<file path="config.mk">
export PLATFORM = sky130hd
export DESIGN_NAME = script_line_lexer
export DESIGN_NICKNAME = d
export VERILOG_FILES = /design/src/hdl/sll_pkg.sv /design/src/hdl/script_line_lexer.sv
export VERILOG_INCLUDE_DIRS = /design/src /design/src/hdl
export SDC_FILE = /design/constraint.sdc
export NUM_CORES = 2
export LEC_CHECK = 0
export BUFFER_PORTS_ARGS = -buffer_cell sky130_fd_sc_hd__buf_4
export CELL_PAD_IN_SITES_DETAIL_PLACEMENT = 0
export CELL_PAD_IN_SITES_GLOBAL_PLACEMENT = 1
export CORE_ASPECT_RATIO = 0.8
export CORE_UTILIZATION = 30
export CTS_BUF_LIST = sky130_fd_sc_hd__clkbuf_2 sky130_fd_sc_hd__clkbuf_4 sky130_fd_sc_hd__clkbuf_8
export DETAILED_ROUTE_END_ITERATION = 16
export PLACE_DENSITY = 0.59
export REMOVE_ABC_BUFFERS = 1
export SYNTH_ARGS = -nofsm -noshare
export SYNTH_HDL_FRONTEND = slang
export SYNTH_SLANG_ARGS = --single-unit
</file>
<file path="constraint.sdc">
create_clock -name clk -period 6.85 [get_ports clk]
set_input_delay 0.3425 -clock clk [delete_from_list [all_inputs] [get_ports clk]]
set_output_delay 0.3425 -clock clk [all_outputs]
set_load 0.02 [all_outputs]
</file>
<file path="src/hdl/script_line_lexer_defines.svh">
// ----------------------------------------------------------------------------
// script_line_lexer_defines: assertion macros
// Concurrent checks used by the lexer; they compile away under SYNTHESIS.
// ----------------------------------------------------------------------------
`ifndef SCRIPT_LINE_LEXER_DEFINES_SVH
`define SCRIPT_LINE_LEXER_DEFINES_SVH

`ifndef SYNTHESIS

// same-cycle implication
`define SLL_ASSERT_IMPLY(label, clk_sig, rst_sig, ante, cons, msg) \
    label: assert property (@(posedge clk_sig) disable iff (!rst_sig) (ante) |-> (cons)) \
        else $error(msg);

// next-cycle implication
`define SLL_ASSERT_NEXT(label, clk_sig, rst_sig, ante, cons, msg) \
    label: assert property (@(posedge clk_sig) disable iff (!rst_sig) (ante) |=> (cons)) \
        else $error(msg);

`else

`define SLL_ASSERT_IMPLY(label, clk_sig, rst_sig, ante, cons, msg)
`define SLL_ASSERT_NEXT(label, clk_sig, rst_sig, ante, cons, msg)

`endif

`endif

</file>
<file path="src/hdl/sll_pkg.sv">
// ----------------------------------------------------------------------------
// sll_pkg: script line lexer types, constants and helpers
// Word types, token codes, character constants and the lexing functions.
// ----------------------------------------------------------------------------
`timescale 1ns / 1ps
`default_nettype none

package sll_pkg;

    localparam int WORD_CHARS = 8;
    localparam int WB_IDX_W   = $clog2(WORD_CHARS);
    localparam int WORD_COUNT = 16;

    localparam logic [31:0] MANTISSA_MAX   = 32'hFFFF_FFFF;
    localparam logic [3:0]  FRAC_MAX       = 4'd9;
    localparam logic [1:0]  POINT_MAX      = 2'd2;
    localparam logic [15:0] LINE_COUNT_MAX = 16'hFFFF;

    // token kinds
    localparam logic [4:0] KIND_NUMBER     = 5'd0;
    localparam logic [4:0] KIND_KEYWORD    = 5'd1;
    localparam logic [4:0] KIND_DATATYPE   = 5'd2;
    localparam logic [4:0] KIND_BOOLEAN    = 5'd3;
    localparam logic [4:0] KIND_IDENT      = 5'd4;
    localparam logic [4:0] KIND_REL        = 5'd5;
    localparam logic [4:0] KIND_ASSIGN     = 5'd6;
    localparam logic [4:0] KIND_OP         = 5'd7;
    localparam logic [4:0] KIND_BRACE_OPEN = 5'd8;
    localparam logic [4:0] KIND_BRACE_CLOSE = 5'd9;
    localparam logic [4:0] KIND_PAREN_OPEN = 5'd10;
    localparam logic [4:0] KIND_PAREN_CLOSE = 5'd11;
    localparam logic [4:0] KIND_SQ_OPEN    = 5'd12;
    localparam logic [4:0] KIND_SQ_CLOSE   = 5'd13;
    localparam logic [4:0] KIND_COMMA      = 5'd14;
    localparam logic [4:0] KIND_LINE_END   = 5'd15;
    localparam logic [4:0] KIND_STRING     = 5'd16;

    // operator and relation subcodes
    localparam logic [2:0] SUB_NONE     = 3'd0;
    localparam logic [2:0] SUB_OP_PLUS  = 3'd0;
    localparam logic [2:0] SUB_OP_MINUS = 3'd1;
    localparam logic [2:0] SUB_OP_MUL   = 3'd2;
    localparam logic [2:0] SUB_OP_DIV   = 3'd3;
    localparam logic [2:0] SUB_OP_MOD   = 3'd4;
    localparam logic [2:0] SUB_REL_EQ   = 3'd0;
    localparam logic [2:0] SUB_REL_GE   = 3'd1;
    localparam logic [2:0] SUB_REL_GT   = 3'd2;
    localparam logic [2:0] SUB_REL_LE   = 3'd3;
    localparam logic [2:0] SUB_REL_LT   = 3'd4;

    // characters
    localparam logic [7:0] CH_TAB        = 8'h09;
    localparam logic [7:0] CH_CR         = 8'h0D;
    localparam logic [7:0] CH_SPACE      = 8'h20;
    localparam logic [7:0] CH_QUOTE      = 8'h22;
    localparam logic [7:0] CH_PERCENT    = 8'h25;
    localparam logic [7:0] CH_LPAREN     = 8'h28;
    localparam logic [7:0] CH_RPAREN     = 8'h29;
    localparam logic [7:0] CH_STAR       = 8'h2A;
    localparam logic [7:0] CH_PLUS       = 8'h2B;
    localparam logic [7:0] CH_COMMA      = 8'h2C;
    localparam logic [7:0] CH_MINUS      = 8'h2D;
    localparam logic [7:0] CH_POINT      = 8'h2E;
    localparam logic [7:0] CH_SLASH      = 8'h2F;
    localparam logic [7:0] CH_ZERO       = 8'h30;
    localparam logic [7:0] CH_NINE       = 8'h39;
    localparam logic [7:0] CH_SEMI       = 8'h3B;
    localparam logic [7:0] CH_LESS       = 8'h3C;
    localparam logic [7:0] CH_EQUAL      = 8'h3D;
    localparam logic [7:0] CH_GREATER    = 8'h3E;
    localparam logic [7:0] CH_UPPER_A    = 8'h41;
    localparam logic [7:0] CH_UPPER_Z    = 8'h5A;
    localparam logic [7:0] CH_LBRACKET   = 8'h5B;
    localparam logic [7:0] CH_RBRACKET   = 8'h5D;
    localparam logic [7:0] CH_UNDERSCORE = 8'h5F;
    localparam logic [7:0] CH_LOWER_A    = 8'h61;
    localparam logic [7:0] CH_LOWER_Z    = 8'h7A;
    localparam logic [7:0] CH_LBRACE     = 8'h7B;
    localparam logic [7:0] CH_RBRACE     = 8'h7D;

    typedef enum logic [2:0] {
        MODE_IDLE,
        MODE_NUM,
        MODE_WORD,
        MODE_STR,
        MODE_EQ,
        MODE_GT,
        MODE_LT,
        MODE_MINUS
    } lex_mode_t;

    typedef struct packed {
        logic       action;
        logic [7:0] char_code;
    } item_word_t;

    typedef struct packed {
        logic [4:0]  kind;
        logic [2:0]  subcode;
        logic [11:0] start_column;
        logic [12:0] text_length;
        logic [15:0] line_number;
        logic [31:0] mantissa;
        logic [3:0]  fraction_digits;
        logic        negative;
        logic        overflowed;
        logic        last;
    } token_word_t;

    typedef struct packed {
        logic [31:0] digit;
        logic [3:0]  frac;
        logic        sat;
    } num_t;

    typedef struct packed {
        logic       hit;
        logic [4:0] kind;
        logic [2:0] sub;
    } tok_code_t;

    typedef struct packed {
        logic [63:0] text;   // right-justified ASCII
        logic [3:0]  len;
        logic [4:0]  kind;
        logic [2:0]  sub;
    } word_entry_t;

    typedef logic [WORD_CHARS-1:0][7:0] word_buf_t;

    localparam num_t NUM_ZERO = '{digit: 32'd0, frac: 4'd0, sat: 1'b0};

    localparam word_entry_t WORD_TABLE [WORD_COUNT] = '{
        '{"if",       4'd2, KIND_KEYWORD,  3'd0},
        '{"else",     4'd4, KIND_KEYWORD,  3'd1},
        '{"while",    4'd5, KIND_KEYWORD,  3'd2},
        '{"for",      4'd3, KIND_KEYWORD,  3'd3},
        '{"variable", 4'd8, KIND_KEYWORD,  3'd4},
        '{"Function", 4'd8, KIND_KEYWORD,  3'd5},
        '{"return",   4'd6, KIND_KEYWORD,  3'd6},
        '{"class",    4'd5, KIND_KEYWORD,  3'd7},
        '{"Integer",  4'd7, KIND_DATATYPE, 3'd0},
        '{"Boolean",  4'd7, KIND_DATATYPE, 3'd1},
        '{"String",   4'd6, KIND_DATATYPE, 3'd2},
        '{"Array",    4'd5, KIND_DATATYPE, 3'd3},
        '{"Floating", 4'd8, KIND_DATATYPE, 3'd4},
        '{"File",     4'd4, KIND_DATATYPE, 3'd5},
        '{"False",    4'd5, KIND_BOOLEAN,  3'd0},
        '{"True",     4'd4, KIND_BOOLEAN,  3'd1}
    };

    function automatic logic is_digit(input logic [7:0] c);
        return (c >= CH_ZERO) && (c <= CH_NINE);
    endfunction

    function automatic logic is_alpha(input logic [7:0] c);
        return ((c >= CH_UPPER_A) && (c <= CH_UPPER_Z)) ||
               ((c >= CH_LOWER_A) && (c <= CH_LOWER_Z));
    endfunction

    function automatic logic is_space(input logic [7:0] c);
        return (c == CH_SPACE) || ((c >= CH_TAB) && (c <= CH_CR));
    endfunction

    function automatic logic is_word_char(input logic [7:0] c);
        return is_alpha(c) || is_digit(c) || (c == CH_UNDERSCORE);
    endfunction

    // mode entered by a character that starts a token
    function automatic lex_mode_t fresh_mode(input logic [7:0] c);
        lex_mode_t m;
        m = MODE_IDLE;
        if (is_digit(c))
            m = MODE_NUM;
        else if (is_alpha(c))
            m = MODE_WORD;
        else if (c == CH_EQUAL)
            m = MODE_EQ;
        else if (c == CH_GREATER)
            m = MODE_GT;
        else if (c == CH_LESS)
            m = MODE_LT;
        else if (c == CH_MINUS)
            m = MODE_MINUS;
        else if (c == CH_QUOTE)
            m = MODE_STR;
        return m;
    endfunction

    // single-character tokens emitted at once
    function automatic tok_code_t fresh_token(input logic [7:0] c);
        tok_code_t r;
        r = '{hit: 1'b1, kind: KIND_OP, sub: SUB_NONE};
        case (c)
            CH_PLUS:     r.sub = SUB_OP_PLUS;
            CH_STAR:     r.sub = SUB_OP_MUL;
            CH_SLASH:    r.sub = SUB_OP_DIV;
            CH_PERCENT:  r.sub = SUB_OP_MOD;
            CH_LBRACE:   r.kind = KIND_BRACE_OPEN;
            CH_RBRACE:   r.kind = KIND_BRACE_CLOSE;
            CH_LPAREN:   r.kind = KIND_PAREN_OPEN;
            CH_RPAREN:   r.kind = KIND_PAREN_CLOSE;
            CH_LBRACKET: r.kind = KIND_SQ_OPEN;
            CH_RBRACKET: r.kind = KIND_SQ_CLOSE;
            CH_COMMA:    r.kind = KIND_COMMA;
            CH_SEMI:     r.kind = KIND_LINE_END;
            default:     r.hit = 1'b0;
        endcase
        return r;
    endfunction

    // mantissa times ten plus digit, saturating; fraction digits capped
    function automatic num_t add_digit(input num_t cur, input logic point_seen,
                                       input logic [7:0] c);
        num_t        r;
        logic [35:0] t;
        r = cur;
        t = ({4'd0, cur.digit} << 3) + ({4'd0, cur.digit} << 1) + {32'd0, c[3:0]};
        if (!(point_seen && (cur.frac >= FRAC_MAX)))
        begin
            if (point_seen)
                r.frac = cur.frac + 4'd1;
            if (t[35:32] != 4'd0)
            begin
                r.digit = MANTISSA_MAX;
                r.sat   = 1'b1;
            end
            else
                r.digit = t[31:0];
        end
        return r;
    endfunction

    // len is 0 for words longer than the buffer
    function automatic tok_code_t match_word(input word_buf_t wbuf, input logic [3:0] len);
        tok_code_t   r;
        logic [63:0] w;
        r = '{hit: 1'b0, kind: KIND_IDENT, sub: SUB_NONE};
        w = '0;
        for (int k = 0; k < WORD_CHARS; k++)
            if (4'(k) < len)
                w = {w[55:0], wbuf[k]};
        for (int i = 0; i < WORD_COUNT; i++)
            if (!r.hit && (len == WORD_TABLE[i].len) && (w == WORD_TABLE[i].text))
                r = '{hit: 1'b1, kind: WORD_TABLE[i].kind, sub: WORD_TABLE[i].sub};
        return r;
    endfunction

    function automatic token_word_t make_token(input logic [4:0] kind, input logic [2:0] sub,
                                               input logic [11:0] start,
                                               input logic [12:0] len,
                                               input logic [15:0] line);
        token_word_t r;
        r = '0;
        r.kind         = kind;
        r.subcode      = sub;
        r.start_column = start;
        r.text_length  = len;
        r.line_number  = line;
        return r;
    endfunction

    // token closed by the pending mode
    function automatic token_word_t flush_result(input lex_mode_t mode,
                                                 input logic [11:0] start,
                                                 input logic [12:0] len,
                                                 input logic [15:0] line,
                                                 input num_t num, input logic minus,
                                                 input word_buf_t wbuf,
                                                 input logic [3:0] wlen);
        token_word_t r;
        tok_code_t   w;
        w = match_word(wbuf, wlen);
        r = make_token(KIND_OP, SUB_OP_MINUS, start, 13'd1, line);
        case (mode)
            MODE_NUM:
            begin
                r.kind            = KIND_NUMBER;
                r.subcode         = SUB_NONE;
                r.text_length     = len;
                r.mantissa        = num.digit;
                r.fraction_digits = num.frac;
                r.negative        = minus;
                r.overflowed      = num.sat;
            end
            MODE_WORD:
            begin
                r.kind        = w.kind;
                r.subcode     = w.sub;
                r.text_length = len;
            end
            MODE_STR:
            begin
                r.kind        = KIND_STRING;
                r.subcode     = SUB_NONE;
                r.text_length = len;
            end
            MODE_EQ:
            begin
                r.kind    = KIND_ASSIGN;
                r.subcode = SUB_NONE;
            end
            MODE_GT:
            begin
                r.kind    = KIND_REL;
                r.subcode = SUB_REL_GT;
            end
            MODE_LT:
            begin
                r.kind    = KIND_REL;
                r.subcode = SUB_REL_LT;
            end
            default: ;  // lone minus keeps the operator set above
        endcase
        return r;
    endfunction

endpackage

`default_nettype wire

</file>
<file path="src/hdl/script_line_lexer.sv">
// ----------------------------------------------------------------------------
// script_line_lexer: streaming lexer, one character or end-of-line per word
// Tokens: a token word enters the token queue when the input word that ends it is accepted.
// Throughput: one input word per cycle while the 4-deep token queue holds <= 2 words;
//   an input causing two tokens queues both, and tok_word hands them out one at a time.
// Reset: asynchronous; lexer idle, line 1, column 0, queue empty; no clearing pass.
// ----------------------------------------------------------------------------
`timescale 1ns / 1ps
`default_nettype none

`include "script_line_lexer_defines.svh"

module script_line_lexer
    import sll_pkg::*;
#(
    parameter int LINE_MAX = 4096
)
(
    input  wire logic        clk,
    input  wire logic        rst_n,
    input  wire logic        src_valid,
    output logic             src_ready,
    input  wire item_word_t  src_word,
    output logic             tok_valid,
    input  wire logic        tok_ready,
    output token_word_t      tok_word
);

    // column and length counters hold LINE_MAX itself; positions stop one short
    localparam int LEN_W = $clog2(LINE_MAX + 1);
    localparam int POS_W = $clog2(LINE_MAX);
    localparam logic [LEN_W-1:0] LEN_LIMIT = LEN_W'(LINE_MAX);
    localparam logic [POS_W-1:0] POS_LAST  = POS_W'(LINE_MAX - 1);

    // output queue: up to two tokens per input word
    localparam int QUEUE_DEPTH = 4;
    localparam int QCNT_W      = $clog2(QUEUE_DEPTH + 1);

    // ------------------------------------------------------------------
    // Lexer state
    // ------------------------------------------------------------------
    lex_mode_t          lex_mode_reg,       lex_mode_next;
    logic [LEN_W-1:0]   column_count_reg,   column_count_next;
    logic [POS_W-1:0]   token_start_reg,    token_start_next;
    logic [LEN_W-1:0]   token_length_reg,   token_length_next;
    logic [15:0]        line_count_reg,     line_count_next;
    num_t               num_reg,            num_next;
    logic [1:0]         point_count_reg,    point_count_next;
    logic               minus_seen_reg,     minus_seen_next;
    word_buf_t          word_buf_reg,       word_buf_next;
    logic               line_has_token_reg, line_has_token_next;
    logic [4:0]         last_kind_reg,      last_kind_next;

    // token queue, entry 0 drives the output
    token_word_t        q_reg [QUEUE_DEPTH];
    token_word_t        q_next [QUEUE_DEPTH];
    logic [QCNT_W-1:0]  q_count_reg, q_count_next;

    logic               accept;
    logic               pop;
    logic [QCNT_W-1:0]  q_fill;
    logic [7:0]         ch;
    logic [POS_W-1:0]   pos;
    logic [3:0]         word_len;
    tok_code_t          fresh;
    token_word_t        res_a, res_b;
    logic [1:0]         res_count;

    // ------------------------------------------------------------------
    // Handshake. Ready is registered only: room for two more words.
    // ------------------------------------------------------------------
    assign src_ready = (q_count_reg <= QCNT_W'(QUEUE_DEPTH - 2));
    assign accept    = src_valid && src_ready;
    assign tok_valid = (q_count_reg != '0);
    assign tok_word  = q_reg[0];
    assign pop       = tok_valid && tok_ready;

    assign ch    = src_word.char_code;
    assign fresh = fresh_token(ch);
    assign pos   = (column_count_reg < LEN_LIMIT) ? POS_W'(column_count_reg) : POS_LAST;
    // only words up to the buffer size can hit the keyword table
    assign word_len = (token_length_reg <= LEN_W'(WORD_CHARS)) ? 4'(token_length_reg) : 4'd0;

    // ------------------------------------------------------------------
    // Mode next state
    // ------------------------------------------------------------------
    always_comb
    begin
        lex_mode_next = lex_mode_reg;
        if (accept)
        begin
            if (src_word.action)
                lex_mode_next = MODE_IDLE;
            else
            begin
                case (lex_mode_reg)
                    MODE_NUM:
                        if (is_digit(ch))
                            lex_mode_next = MODE_NUM;
                        else if (ch == CH_POINT)
                            // second point closes the number
                            lex_mode_next = (point_count_reg != 2'd0) ? MODE_IDLE : MODE_NUM;
                        else
                            lex_mode_next = fresh_mode(ch);
                    MODE_WORD:
                        lex_mode_next = is_word_char(ch) ? MODE_WORD : fresh_mode(ch);
                    MODE_STR:
                        lex_mode_next = (ch == CH_QUOTE) ? MODE_IDLE : MODE_STR;
                    MODE_EQ, MODE_GT, MODE_LT:
                        lex_mode_next = (ch == CH_EQUAL) ? MODE_IDLE : fresh_mode(ch);
                    MODE_MINUS:
                        lex_mode_next = is_digit(ch) ? MODE_NUM : fresh_mode(ch);
                    default:
                        lex_mode_next = fresh_mode(ch);
                endcase
            end
        end
    end

    // ------------------------------------------------------------------
    // Token datapath: flush / relation first, then a fresh single-char token
    // ------------------------------------------------------------------
    always_comb
    begin : lex_datapath
        logic        used;
        logic        flush_now;
        logic        rel_now;
        logic [2:0]  rel_sub;
        logic        has_tok;
        logic [4:0]  tail_kind;
        token_word_t t;

        token_length_next   = token_length_reg;
        token_start_next    = token_start_reg;
        column_count_next   = column_count_reg;
        line_count_next     = line_count_reg;
        num_next            = num_reg;
        point_count_next    = point_count_reg;
        minus_seen_next     = minus_seen_reg;
        word_buf_next       = word_buf_reg;
        line_has_token_next = line_has_token_reg;
        last_kind_next      = last_kind_reg;
        used      = 1'b0;
        flush_now = 1'b0;
        rel_now   = 1'b0;
        rel_sub   = SUB_REL_EQ;
        has_tok   = line_has_token_reg;
        tail_kind = last_kind_reg;
        t         = '0;
        res_a     = '0;
        res_b     = '0;
        res_count = 2'd0;

        if (accept)
        begin
            if (src_word.action)
                flush_now = 1'b1;
            else
            begin
                case (lex_mode_reg)
                    MODE_NUM:
                        if (is_digit(ch))
                        begin
                            if (token_length_reg < LEN_LIMIT)
                                token_length_next = token_length_reg + LEN_W'(1);
                            num_next = add_digit(num_reg, point_count_reg != 2'd0, ch);
                            used     = 1'b1;
                        end
                        else if (ch == CH_POINT)
                        begin
                            if (token_length_reg < LEN_LIMIT)
                                token_length_next = token_length_reg + LEN_W'(1);
                            used = 1'b1;
                            if (point_count_reg != POINT_MAX)
                                point_count_next = point_count_reg + 2'd1;
                            if (point_count_next == POINT_MAX)
                                flush_now = 1'b1;
                        end
                        else
                            flush_now = 1'b1;
                    MODE_WORD:
                        if (is_word_char(ch))
                        begin
                            if (token_length_reg < LEN_W'(WORD_CHARS))
                                word_buf_next[token_length_reg[WB_IDX_W-1:0]] = ch;
                            if (token_length_reg < LEN_LIMIT)
                                token_length_next = token_length_reg + LEN_W'(1);
                            used = 1'b1;
                        end
                        else
                            flush_now = 1'b1;
                    MODE_STR:
                    begin
                        used = 1'b1;
                        if (ch == CH_QUOTE)
                            flush_now = 1'b1;
                        else if (token_length_reg < LEN_LIMIT)
                            token_length_next = token_length_reg + LEN_W'(1);
                    end
                    MODE_EQ:
                        if (ch == CH_EQUAL)
                        begin
                            used    = 1'b1;
                            rel_now = 1'b1;
                            rel_sub = SUB_REL_EQ;
                        end
                        else
                            flush_now = 1'b1;
                    MODE_GT:
                        if (ch == CH_EQUAL)
                        begin
                            used    = 1'b1;
                            rel_now = 1'b1;
                            rel_sub = SUB_REL_GE;
                        end
                        else
                            flush_now = 1'b1;
                    MODE_LT:
                        if (ch == CH_EQUAL)
                        begin
                            used    = 1'b1;
                            rel_now = 1'b1;
                            rel_sub = SUB_REL_LE;
                        end
                        else
                            flush_now = 1'b1;
                    MODE_MINUS:
                        if (is_digit(ch))
                        begin
                            // minus sign joins the number
                            used              = 1'b1;
                            minus_seen_next   = 1'b1;
                            token_length_next = LEN_W'(2);
                            point_count_next  = 2'd0;
                            num_next          = add_digit(NUM_ZERO, 1'b0, ch);
                        end
                        else
                            flush_now = 1'b1;
                    default: ;
                endcase
            end

            if (flush_now && (lex_mode_reg != MODE_IDLE))
            begin
                res_a = flush_result(lex_mode_reg, 12'(token_start_reg),
                                     13'(token_length_next), line_count_reg, num_reg,
                                     minus_seen_reg, word_buf_reg, word_len);
                res_count = 2'd1;
            end
            else if (rel_now)
            begin
                res_a = make_token(KIND_REL, rel_sub, 12'(token_start_reg), 13'd2,
                                   line_count_reg);
                res_count = 2'd1;
            end

            if (src_word.action)
            begin
                if (res_count != 2'd0)
                begin
                    has_tok   = 1'b1;
                    tail_kind = res_a.kind;
                end
                // implicit line end unless the line closed itself
                if (has_tok && (tail_kind != KIND_LINE_END) && (tail_kind != KIND_BRACE_OPEN))
                begin
                    t = make_token(KIND_LINE_END, SUB_NONE,
                                   12'((column_count_reg == '0) ? '0 :
                                       POS_W'(column_count_reg - LEN_W'(1))),
                                   13'd1, line_count_reg);
                    if (res_count == 2'd0)
                        res_a = t;
                    else
                        res_b = t;
                    res_count = res_count + 2'd1;
                end
                if (line_count_reg != LINE_COUNT_MAX)
                    line_count_next = line_count_reg + 16'd1;
                column_count_next   = '0;
                line_has_token_next = 1'b0;
                last_kind_next      = KIND_NUMBER;
            end
            else
            begin
                if (!used)
                begin
                    token_start_next = pos;
                    if (is_digit(ch))
                    begin
                        minus_seen_next   = 1'b0;
                        token_length_next = LEN_W'(1);
                        point_count_next  = 2'd0;
                        num_next          = add_digit(NUM_ZERO, 1'b0, ch);
                    end
                    else if (is_alpha(ch))
                    begin
                        token_length_next = LEN_W'(1);
                        word_buf_next[0]  = ch;
                    end
                    else if (ch == CH_QUOTE)
                        token_length_next = '0;

                    if (fresh.hit)
                    begin
                        t = make_token(fresh.kind, fresh.sub, 12'(pos), 13'd1,
                                       line_count_reg);
                        if (res_count == 2'd0)
                            res_a = t;
                        else
                            res_b = t;
                        res_count = res_count + 2'd1;
                    end
                end
                if (column_count_reg < LEN_LIMIT)
                    column_count_next = column_count_reg + LEN_W'(1);
                if (res_count == 2'd2)
                begin
                    line_has_token_next = 1'b1;
                    last_kind_next      = res_b.kind;
                end
                else if (res_count == 2'd1)
                begin
                    line_has_token_next = 1'b1;
                    last_kind_next      = res_a.kind;
                end
            end

            if (res_count == 2'd1)
                res_a.last = 1'b1;
            else if (res_count == 2'd2)
                res_b.last = 1'b1;
        end
    end

    // ------------------------------------------------------------------
    // Token queue: shift out at the head, append behind what stays
    // ------------------------------------------------------------------
    always_comb
    begin
        q_fill = q_count_reg - QCNT_W'(pop);
        for (int i = 0; i < QUEUE_DEPTH; i++)
            q_next[i] = q_reg[i];
        for (int i = 0; i < QUEUE_DEPTH - 1; i++)
            if (pop)
                q_next[i] = q_reg[i + 1];
        for (int i = 0; i < QUEUE_DEPTH; i++)
        begin
            if ((QCNT_W'(i) == q_fill) && (res_count != 2'd0))
                q_next[i] = res_a;
            if ((QCNT_W'(i) == QCNT_W'(q_fill + QCNT_W'(1))) && (res_count == 2'd2))
                q_next[i] = res_b;
        end
        q_count_next = q_fill + QCNT_W'(res_count);
    end

    // ------------------------------------------------------------------
    // Registers
    // ------------------------------------------------------------------
    always_ff @(posedge clk or negedge rst_n)
    begin
        if (!rst_n)
        begin
            lex_mode_reg       <= MODE_IDLE;
            column_count_reg   <= '0;
            token_start_reg    <= '0;
            token_length_reg   <= '0;
            line_count_reg     <= 16'd1;
            num_reg            <= NUM_ZERO;
            point_count_reg    <= 2'd0;
            minus_seen_reg     <= 1'b0;
            word_buf_reg       <= '0;
            line_has_token_reg <= 1'b0;
            last_kind_reg      <= KIND_NUMBER;
            q_count_reg        <= '0;
        end
        else
        begin
            lex_mode_reg       <= lex_mode_next;
            column_count_reg   <= column_count_next;
            token_start_reg    <= token_start_next;
            token_length_reg   <= token_length_next;
            line_count_reg     <= line_count_next;
            num_reg            <= num_next;
            point_count_reg    <= point_count_next;
            minus_seen_reg     <= minus_seen_next;
            word_buf_reg       <= word_buf_next;
            line_has_token_reg <= line_has_token_next;
            last_kind_reg      <= last_kind_next;
            q_count_reg        <= q_count_next;
        end
    end

    // queue payload, no reset
    always_ff @(posedge clk)
    begin
        for (int i = 0; i < QUEUE_DEPTH; i++)
            q_reg[i] <= q_next[i];
    end

    // ------------------------------------------------------------------
    // Assertions
    // ------------------------------------------------------------------
    `SLL_ASSERT_IMPLY(a_queue_bound, clk, rst_n, 1'b1, q_count_reg <= QCNT_W'(QUEUE_DEPTH), "token queue overrun")
    `SLL_ASSERT_IMPLY(a_pair_last, clk, rst_n, res_count == 2'd2, !res_a.last && res_b.last, "last flag misplaced on token pair")
    `SLL_ASSERT_IMPLY(a_non_number_clean, clk, rst_n, tok_valid && (tok_word.kind != KIND_NUMBER), (tok_word.mantissa == 32'd0) && (tok_word.fraction_digits == 4'd0) && !tok_word.negative && !tok_word.overflowed, "number fields set on non-number token")
    `SLL_ASSERT_NEXT(a_eol_resets_line, clk, rst_n, accept && src_word.action, (column_count_reg == '0) && (lex_mode_reg == MODE_IDLE) && !line_has_token_reg, "line state not cleared after end of line")

endmodule

`default_nettype wire

</file>
==> results by group <==
Run status
  – Status: finished clean

Min path
  – Hold WC Path Type: input pin to asynchronous set/reset pin

STA
  – Highest clock frequency the design can meet: 164.5 MHz
  – Least-Margin Pin Slew: 1435 ps
  – Total count of hold-check failures in the final report: 0
  – Tightest slew margin relative to the limit: 3.772%
  – Worst Hold Margin: 79.24 ps
  – Final critical-path setup slack: 769.6 ps
  – Final setup violation count: 0
  – Worst setup skew after layout: 48.87 ps
  – Clock period minus worst slack: 6080 ps
  – Number of slew-limit violations in the final report: 0
  – Unrepaired setup endpoints after global routing: no
  – Final-layout setup total negative slack: 0 ps
  – Share of the cycle needed by the critical path after routing: 88.77%

Critical path
  – Critical Path, Cell by Cell: inv_1, ha_1, nand2b_1, buf_4, a2111oi_4, buf_4, nand2_1, o32ai_1, o21ai_0, nor4b_2, buf_4, inv_1, or4_1, o22ai_1, a221o_1, o21ai_1, o21ai_0, o21ai_0
  – Highest cell delay on the worst timing path: 850 ps
  – Endpoint of the worst register-to-register path: q_reg[0][85]
  – Critical path type: flip-flop to flip-flop
  – Critical Path Fanout Max: 17
  – Termination of the worst setup path: q_reg[0][85]
  – Crit path launch type: flip-flop
  – Origin of the critical flop-to-flop path: token_length_reg[1]
  – Cell type of the slowest stage on the worst timing path: a2111oi_4
  – Category of the worst setup path capture point: flip-flop
  – Reg2reg setup slack: 770 ps
  – Startpoint of the most critical setup path: token_length_reg[1]
  – Register-to-Register Path Depth: 18
  – Arrival time worst endpoint: 6570 ps
  – Endpoint required time on the critical path: 7340 ps

Layout
  – Growth of design area from synthesis to finish: 14.89%
  – Max FFs per register: 352
  – Cell Count, Final, Fillers Out: 5269
  – Final net count: 3887
  – Final design area excluding fillers: 36830 sq um
  – Fraction of layout instances using a drive strength above 1: 14.36%

CTS
  – PostCTS Resize Cnt: 0
  – H-tree level count: 3
  – Hold buffer count at cts: 7
  – Clock edge transition at the registers on the reported setup and hold paths: 70 ps
  – Longest Clk Path Bufs: 3
  – Number of sinks on the clock net: 522
  – Clock insertion delay at the later pin of the skew report: 800 ps
  – Postcts setup bufs: 0
  – TritonCTS clock tree: yes
  – TritonCTS buffer count: 93
  – CTS root buffer: clkbuf_8

Synth
  – Most used standard cell by instance count after synthesis: nand2_1
  – Ys flop type: dfxtp_1
  – Share of the synthesized area in the top cell type: 13.86%
  – Post-synthesis share of cell area spent on full adders, half adders and majority gates: 3.349%
  – Synthesized flop and latch total: 522
  – Area fraction in and, or, nand and nor cells after synthesis: 19.92%
  – Post-synthesis xor/xnor area fraction: 1.612%
  – Synth Area per Inst: 8.589 sq um
  – Share of synthesized flip-flops with an asynchronous set or reset: 32.57%
  – Number of distinct library cell variants in the gate-level netlist after synthesis: 105
  – Library cell occupying the most area in the post-synthesis netlist: edfxtp_1
  – Compound-gate portion of the synthesized area: 25.43%
  – Seq/Total Area, Yosys: 39.88%
  – Top area cells in the synthesized netlist: edfxtp_1, dfrtp_1, dfxtp_1
  – Cell Area, Synth: 32060 sq um
  – Number of synthesized flops with an enable pin: 148
  – Portion of netlist area occupied by mux cells: 5.363%
  – Synth Warn #: 0
  – Main combinational cell family by area after synthesis: compound AO/OA/AOI/OAI gates
  – List of most frequent post-synthesis cells: nand2_1, a21oi_1, nor2_1, clkbuf_1, o21ai_0
  – Number of cells produced by synthesis: 3732

Die
  – Initial cell density of the core: 30.48%
  – Core box area: 105200 sq um
  – Number of top-level pins: 103
  – Chip Height: 294.4 um
  – Count of standard-cell rows: 106
  – DIE AREA: 108200 sq um
  – Die boundary width: 367.5 um

Placed design
  – Number of I/O port buffers: 102
  – Number of cells in the design after placement: 5092
  – Routability congestion estimate from global placement: 1.027
  – Cell area after placement: 34830 sq um
  – Dpl hpwl: 95420 um
  – Pre-CTS worst setup slack: 949.6 ps

GRT
  – Number of antenna violations at the first check in global routing: 3
  – Overall Global Routing Usage: 24.85%
  – Number of global-route vias before repair: 29430
  – Sum of overflow across all layers after global routing: 0
  – Global-route wire length before repair: 203500 um
  – Pin count of the biggest net entering global routing: 153

Detailed routing
  – Violation count after the first detailed-routing iteration: 3465
  – Wirelength, routed: 137400 um
  – Post-route ant nets: 0
  – Via count of the routed design: 30990
  – Post-DR vias/cell: 5.882
  – Number of iterations in the first detailed-routing pass: 7
  – Number of remaining DRC errors: 0
  – Wire per inst: 26.07 um

Power and ir drop
  – IR Drop Worst-Case VDD: 160.1 uV
  – Static leakage: 14.54 nW
  – Power per standard cell area: 322.3 nW/um^2

Flow run
  – Reported max-cap violation count: 0
where the power goes:
part	total [mW]	switching, mW	internal (mW)
Clock	3.09	1.42	1.67
Combinational	4.38	2.89	1.49
Sequential	4.39	0.555	3.84
Total	11.9	4.87	7.00
layout by cell type, fill, tap and decap left out, types with 22 or more instances in the layout:
master    netlist  routed
a211oi_1      143     143
a21o_1         28      28
a21oi_1       335     335
a221o_1        27      27
a22o_1         64      64
a22oi_1        29      29
a311oi_1       62      62
a31oi_1        28      28
and2_1         46      46
and3_1         56      55
buf_4           6     256
clkbuf_4        0      30
clkbuf_8        0     108
dfrtp_1       169     166
dfxtp_1       204     204
edfxtp_1      148     148
ha_1           81      81
inv_1          49      49
mux2_2         54      54
mux2i_1       111     111
nand2_1       476     468
nand2b_1       36      36
nand3_1       123     122
nand4_1        39      39
nor2_1        290     288
nor3_1         73      70
nor4_1         38      34
o211ai_1       54      54
o21ai_0       205     205
o22ai_1        38      38
or3_1          22      22
xnor2_1        33      33
xor2_1         26      26
cell families after synthesis:
| family | count (synthesis) |
|---|---|
| DFF | 522 |
| and+or+nand+nor | 1325 |
| muxes | 165 |
| AOI/OAI and AO/OA | 1214 |
| buffers and inverters | 363 |
| adders and majority gates | 84 |
| xor gates and xnor gates | 59 |
how the worst min path moves through the flow:
| stage | cells after the start | slack [ps] | to |
|---|---|---|---|
| global route | 2 | 80 | word_buf_reg[35] |
| CTS | 2 | 30 | word_buf_reg[35] |
| floorplan | 0 | 50 | column_count_reg[0] |
| global placement | 1 | 360 | word_buf_reg[13] |
| finish | 2 | 80 | word_buf_reg[13] |
| detailed placement | 1 | 370 | word_buf_reg[13] |
through the flow:
step | power [mW] | util, %
floorplan | 6.680 | -
global placement | 8.748 | 33.11
detailed placement | 8.688 | 33.11
CTS | 11.85 | 35.01
global route | 12.39 | 35.02
finish | 11.87 | 35.02
layer usage:
layer / wire length [um] / GRT usage [%]
met1: 66860 / 37.31
met2: 54460 / 34.20
met3: 12670 / 6.769
met4: 3393 / 6.636
met5: 13 / 0
final cells by class:
cell class | instances | area, sq um
Timing Repair Buffer | 271 | 2146
Fill cell | 10930 | 68350
Tap cell | 1404 | 1757
Sequential cell | 522 | 12790
Clock inverter | 32 | 231.5
Multi-Input combinational cell | 2847 | 18000
Antenna cell | 1 | 2.502
Clock buffer | 137 | 1698
Inverter | 55 | 207.7
critical path, delay by kind of cell, from the launching register on:
| kind | cells | cell delay [ps] |
|---|---|---|
| adders and majority gates | 1 | 280 |
| AOI/OAI and AO/OA | 8 | 2560 |
| buffers and inverters | 5 | 1060 |
| and+or+nand+nor | 4 | 1330 |
| DFF | 1 | 540 |
Power figures use the tool's default switching activity.
